==> config.mk <==
export PLATFORM = sky130hd
export DESIGN_NAME = tsd_ram
export DESIGN_NICKNAME = d
export VERILOG_FILES = /design/src/rtl/tsd_ram.sv
export SDC_FILE = /design/constraint.sdc
export NUM_CORES = 1
export LEC_CHECK = 0
export ABC_AREA = 1
export BUFFER_PORTS_ARGS = -buffer_cell sky130_fd_sc_hd__buf_2
export CAP_MARGIN = 15
export CORE_ASPECT_RATIO = 2
export CORE_MARGIN = 5
export CORE_UTILIZATION = 29
export CTS_BUF_LIST = sky130_fd_sc_hd__clkbuf_16
export DETAILED_ROUTE_END_ITERATION = 10
export MAX_ROUTING_LAYER = met4
export SYNTH_ARGS = -nofsm -noshare
export SYNTH_HDL_FRONTEND = slang
export SYNTH_SLANG_ARGS = --single-unit
==> constraint.sdc <==
create_clock -name clk -period 1.7 [get_ports clk]
set_clock_uncertainty 0.15 [all_clocks]
set_input_delay 0.255 -clock clk [delete_from_list [all_inputs] [get_ports clk]]
set_output_delay 0.255 -clock clk [all_outputs]
set_load 0.03 [all_outputs]
==> src/rtl/tsd_ram.sv <==
// Generic synchronous RAM: one write port, one read port, registered read.
// Stands alone; the read data holds its value between reads.
`default_nettype none

module tsd_ram #(
	parameter int WIDTH = 8,
	parameter int DEPTH = 16
) (
	input  wire logic                     clk,
	input  wire logic                     we,
	input  wire logic [$clog2(DEPTH)-1:0] waddr,
	input  wire logic [WIDTH-1:0]         wdata,
	input  wire logic                     re,
	input  wire logic [$clog2(DEPTH)-1:0] raddr,
	output logic      [WIDTH-1:0]         rdata
);

	logic [WIDTH-1:0] mem_q [0:DEPTH-1];

	always_ff @(posedge clk) begin
		if (we) begin
			mem_q[waddr] <= wdata;
		end
		if (re) begin
			rdata <= mem_q[raddr];
		end
	end

endmodule

`default_nettype wire

==> results of run 1 <==
[stage by stage]
stage / area (um^2) / hold slack (ns) / worst slack [ns] / total power, mW
6_report: 7097 / 0.04260 / 0.1986 / 8.277
5_1_grt: 7097 / 0.02942 / 0.1585 / 8.543
4_1_cts: 7097 / 0.03340 / 0.1605 / 8.357
3_5_place_dp: 6434 / 0.5014 / 0.05652 / 4.381
3_3_place_gp: 6434 / 0.5034 / 0.06863 / 4.376
2_1_floorplan: 5847 / 0.2039 / 0.3442 / 4.163
[where the power goes]
| part | total (mW) | switching, mW | internal, mW |
|---|---|---|---|
| combinational | 0.502 | 0.349 | 0.153 |
| clock | 3.97 | 1.37 | 2.60 |
| sequential | 3.81 | 0.0232 | 3.78 |
| total | 8.28 | 1.74 | 6.54 |
[state kept, by name, indices dropped and copies added, names as in the netlist]
name,cells
rdata,8
mem_q,128
[final cells by class]
type	instances	area share, %
Clock buffer	25	8.815
Clock inverter	8	0.5289
Inverter	102	5.395
Multi-Input combinational cell	289	17.10
Sequential cell	136	57.55
Tap cell	262	4.619
Timing Repair Buffer	57	5.994
[final timing paths]
path                                             from                 end  slack (ns)  cells after the start
worst max register to register  mem_q[9][6]$_DFFE_PP_  rdata[6]$_DFFE_PP_        0.46                      6
worst max-delay path               rdata[7]$_DFFE_PP_            rdata[7]        0.20                      1
worst min-delay path                               re  rdata[5]$_DFFE_PP_        0.04                      1
worst min register to register  mem_q[6][7]$_DFFE_PP_  rdata[7]$_DFFE_PP_        0.59                      6
[routing by layer]
layer | share of wire [%] | track usage, %
met4 | 5.2 | 7.993
met1 | 36 | 11.96
met5 | 0 | -
met3 | 3.1 | 1.634
met2 | 56 | 24.24
[kinds of logic after synthesis]
logic type / Yosys count / share of synthesized area, %
buffers and inverters: 126 / 9.394
AND/OR/NAND/NOR: 289 / 20.76
flip-flops: 136 / 69.85
[layout by cell type (no fill, tap or decap)]
master / instances
nand2_1: 173
edfxtp_1: 136
inv_1: 102
nand3_1: 97
buf_2: 26
buf_4: 26
clkbuf_16: 25
nor2_1: 17
buf_12: 5
clkinv_2: 3
inv_2: 2
nand3b_1: 2
clkinv_1: 2
clkinvlp_4: 1
==> qor.txt, run 1 <==
DR pass1 iterations: 5
Multi-input gate area: 1214 um^2
Syn Inst Count: 551
Sequential share of the synthesized area: 69.85%
Postcts setup bufs: 0
DRC: 0
Hold_buf cts: 0
Fmax achieved: 666.1 MHz
PortBufs: 26
Initial Util: 29.36%
CTS-repair resized insts: 0
Critical Path RT: 1.29 ns
Global-route wire length before repair: 22140 um
EDFF count, synth: 136
Count leader, synth: nand2_1
DIE AREA: 23270 um^2
Worst Max-Slew Pin Slew: 0.6217 ns
Htree depth: 4
Worst Hold Class: input pin to flip-flop
Antenna fix cells: 0
Routability Congestion: 0.8226
Area contributors post-synth: edfxtp_1 70%, nand2_1 11%, nand3_1 8.3%
Arrival @ worst endpoint: 1.10 ns
Syn_area_per_cell: 10.61 um^2
Seq. cell area: 4084 um^2
Critical path type: flip-flop to primary output
Crit-path max FO: 1
Hold Vio Cnt, Final: 0
Clk_lat worst skew: 0.45 ns
CTS tree: yes
Clk slew on worst S/H paths: 0.05 ns
Setup crit start kind: flip-flop
Initial antenna violation count: 0
CTS Buffer Depth: 3
Global-route usage over all layers: 12.78%
Share of the synthesized area in the top cell type: 69.85%
Most used DFF post-synth: edfxtp_1
Die W: 110.4 um
Via count: 3867
GRT overflow: 0
Buf+Inv Stages, Crit Path: 1
TritonCTS Buffers: 25
Synth warnings: 0
Cells after DPL: 846
P per Cell Area: 1166 nW/um^2
Routed wire per std cell: 16.25 um
Detailed-route wire length: 14280 um
Setup TNS: 0 ns
Final core occ: 35.64%
I/O Pins: 27
Mapped cell area: 5847 um^2
Critical-path cell list: buf_2
Vias per cell: 4.399
Crit path largest cell delay: 0.43 ns
DRT antenna net count: 0
RSZ-0062 raised after global routing: no
Max Cap Viol: 0
Fin crit share: 88.32%
Share of cells above drive strength 1: 14.26%
Cell family with most CP delay: flip-flops
Status: finished clean
Leading area contributor after synthesis: edfxtp_1
Vias in the first global route: 4074
Yosys cell types: 11
Die height: 210.8 um
Site row count: 73
Non-filler cells, final: 879
Area Growth Syn to Fin: 21.38%
Syn_nets: 570
Fillers: 2024
FF+latch count, synth: 136
Largest net degree at the start of global routing: 35
Clk root buf: clkbuf_16
FFs w/ async S/R, synth: 0%
Nets: 630
Setup violations, final: 0
Critical path's slowest cell: edfxtp_1
Crit end category: primary output
Top cells by instance count after synthesis: 173 x nand2_1, 136 x edfxtp_1, 100 x inv_1, 97 x nand3_1, 17 x nor2_1
Normalized max-slew margin: 58.49%
Tmin final: 1.501 ns
Core area: 19910 um^2
Initial DRC count: 222
Maximum vdd drop: 0.4264 mV
Clock Sinks: 136
Leakage: 3.048 nW
Post-DP HPWL: 9667 um
Pins Over Slew Limit: 0
(Power assumes the default switching activity.)
==> run 2: changes to the inputs <==
- clock period: 1.7 -> 1.5 ns (I/O delays scaled with it)
==> qor.txt, run 2 (synthesis gave the netlist of run 1 again) <==
Uppermost layer routed: met4
RSZ-0062 raised after global routing: no
DRT antenna net count: 0 (unchanged)
Share of cells above drive strength 1: 14.89% (+0.62 points)
Final core occ: 35.36% (-0.28 points)
Hold depth: 1 (unchanged)
Crit end category: primary output
Initial antenna violation count: 0 (unchanged)
Worst Max-Slew Pin Slew: 0.4027 ns (-0.2191 ns)
Setup violations, final: 0 (unchanged)
Nets: 624 (-0.95%)
Cells after DPL: 848 (+0.24%)
Crit path largest cell delay: 0.42 ns (about the same)
Clk slew on worst S/H paths: 0.06 ns (about the same)
Wl on met1: 4810 um (-5.4%)
Biggest register: mem_q
Fillers: 2000 (-1.2%)
Largest register FFs: 128 (unchanged)
Crit-path max FO: 1 (unchanged)
Register share of total power: 47.8% (+1.8 points)
Arrival @ worst endpoint: 1.06 ns (-0.04 ns)
Non-filler cells, final: 880 (+0.11%)
Seq. cell area: 4084 um^2 (unchanged)
Commonest non-fill, non-tap cells in the layout: 173 x nand2_1, 136 x edfxtp_1, 100 x inv_1
R2r worst-path depth: 6 (unchanged)
Fin crit share: 95.43%
Post-DP HPWL: 9545 um (-1.3%)
Area Growth Syn to Fin: 20.42%
Hold_buf cts: 0 (unchanged)
Critical Path RT: 1.12 ns (-0.17 ns)
P per Cell Area: 1278 nW/um^2 (+9.6%)
DIE AREA: 23270 um^2 (unchanged)
Multi-input gate area: 1214 um^2 (unchanged)
Pint: 6.934 mW (+6.1%)
Combinational fraction of design power: 6.4% (+0.3 points)
R2r setup slk: 0.23 ns (-0.23 ns)
Vias per cell: 4.380 (-0.45%)
Most common cell after layout, fill and taps aside: nand2_1
Met2 WL: 8126 um (+1.5%)
TritonCTS Buffers: 17 (-32%)
Tmin final: 1.431 ns
Antenna fix cells: 0 (unchanged)
Normalized max-slew margin: 73.13% (+15 points)
GRT overflow: 0 (unchanged)
Top flop regs: mem_q x128, rdata x8
Worst Hold Class: input pin to flip-flop
CTS Buffer Depth: 2 (-1)
Largest net degree at the start of global routing: 37 (+5.7%)
Clk pwr share: 45.8% (-2.2 points)
I/O Pins: 27 (unchanged)
Critical-path cell list: buf_2
Die W: 110.4 um (unchanged)
Switching share of power: 22.95% (+1.9 points)
Global-route wire length before repair: 20640 um (-6.7%)
Pins Over Slew Limit: 0 (unchanged)
Status: finished clean
Initial DRC count: 323 (+45%)
Via count: 3854 (-0.34%)
Buf+Inv Stages, Crit Path: 1 (unchanged)
Max Cap Viol: 0 (unchanged)
Met3 wire length: 439 um (-1.1%)
Vias in the first global route: 3687 (-9.5%)
Global-route usage over all layers: 12.36% (-0.42 points)
Crit. path cell count: 1 (unchanged)
Die height: 210.8 um (unchanged)
Site row count: 73 (unchanged)
Fmax achieved: 698.6 MHz
Htree depth: 4 (unchanged)
DRC: 0 (unchanged)
Clk root buf: clkbuf_16
Clk_lat worst skew: 0.43 ns (-0.02 ns)
Leakage: 3.007 nW (-1.3%)
Clock Sinks: 136 (unchanged)
P_sw: 2.065 mW (+19%)
Hold Vio Cnt, Final: 0 (unchanged)
Routed wire per std cell: 15.60 um (-4.0%)
Setup crit start kind: flip-flop
Critical path's slowest cell: edfxtp_1
PortBufs: 26 (unchanged)
Tot Pwr: 8.999 mW (+8.7%)
Initial Util: 29.36% (unchanged)
Detailed-route wire length: 13730 um (-3.9%)
DR pass1 iterations: 8 (+3)
Maximum vdd drop: 0.8969 mV (+110%)
Postcts setup bufs: 0 (unchanged)
CTS-repair resized insts: 0 (unchanged)
Routability Congestion: 0.8370 (+1.8%)
Cell family with most CP delay: flip-flops
CTS tree: yes
Core area: 19910 um^2 (unchanged)
Critical path type: flip-flop to primary output
==> run 2: changes by cell type in the layout (fill, tap and decap cells not counted) <==
| cell | before | now |
|---|---|---|
| clkbuf_16 | 25 | 17 |
| clkinv_1 | 2 | 1 |
| clkinv_2 | 3 | 0 |
| buf_4 | 26 | 28 |
| inv_6 | 0 | 6 |
| inv_1 | 102 | 100 |
| bufinv_16 | 0 | 2 |
| clkinv_4 | 0 | 4 |
| clkinvlp_4 | 1 | 2 |
==> run 2: layout make-up <==
| cell class | instances | share of cell area (%) |
|---|---|---|
| sequential | 136 | 58.01 |
| multi-input combinational | 289 | 17.24 |
| timing repair buffer | 59 | 6.256 |
| clock buffer | 17 | 6.042 |
| inverter | 102 | 5.438 |
| tap | 262 | 4.656 |
| clock inverter | 15 | 2.364 |
==> run 2: worst paths after layout <==
path / end / start
hold reg to reg: rdata[3]$_DFFE_PP_ / mem_q[10][3]$_DFFE_PP_
setup / recovery: rdata[3] / rdata[3]$_DFFE_PP_
hold / removal: rdata[4]$_DFFE_PP_ / re
setup reg to reg: rdata[6]$_DFFE_PP_ / mem_q[7][6]$_DFFE_PP_
==> run 2: per-layer routing <==
layer,vias up,GRT usage [%]
met2,105,24.41
met5,-,-
met1,1838,10.94
li1,1887,-
met3,24,2.494
met4,0,5.825
==> run 2: power by group through the flow <==
stage               sequential [mW]  combinational (mW)  clock [mW]
finish                         4.30               0.573        4.12
CTS                            4.31               0.582        4.18
floorplan                      4.42               0.300           0
global placement               4.39               0.575           0
detailed placement             4.39               0.581           0
global route                   4.31               0.632        4.34
==> run 2: stage by stage <==
step | instance area [um^2] | hold slack, ns | setup WS (ns) | setup TNS, ns
after floorplan | 5847 | 0.1739 | 0.1742 | 0
after global placement | 6449 | 0.4580 | -0.03090 | -0.07736
after detailed placement | 6449 | 0.4633 | -0.03909 | -0.1341
after CTS | 7041 | 0.01248 | 0.02260 | 0
after global routing | 7041 | 0.01246 | 0.03581 | 0
final | 7041 | 0.01405 | 0.06862 | 0
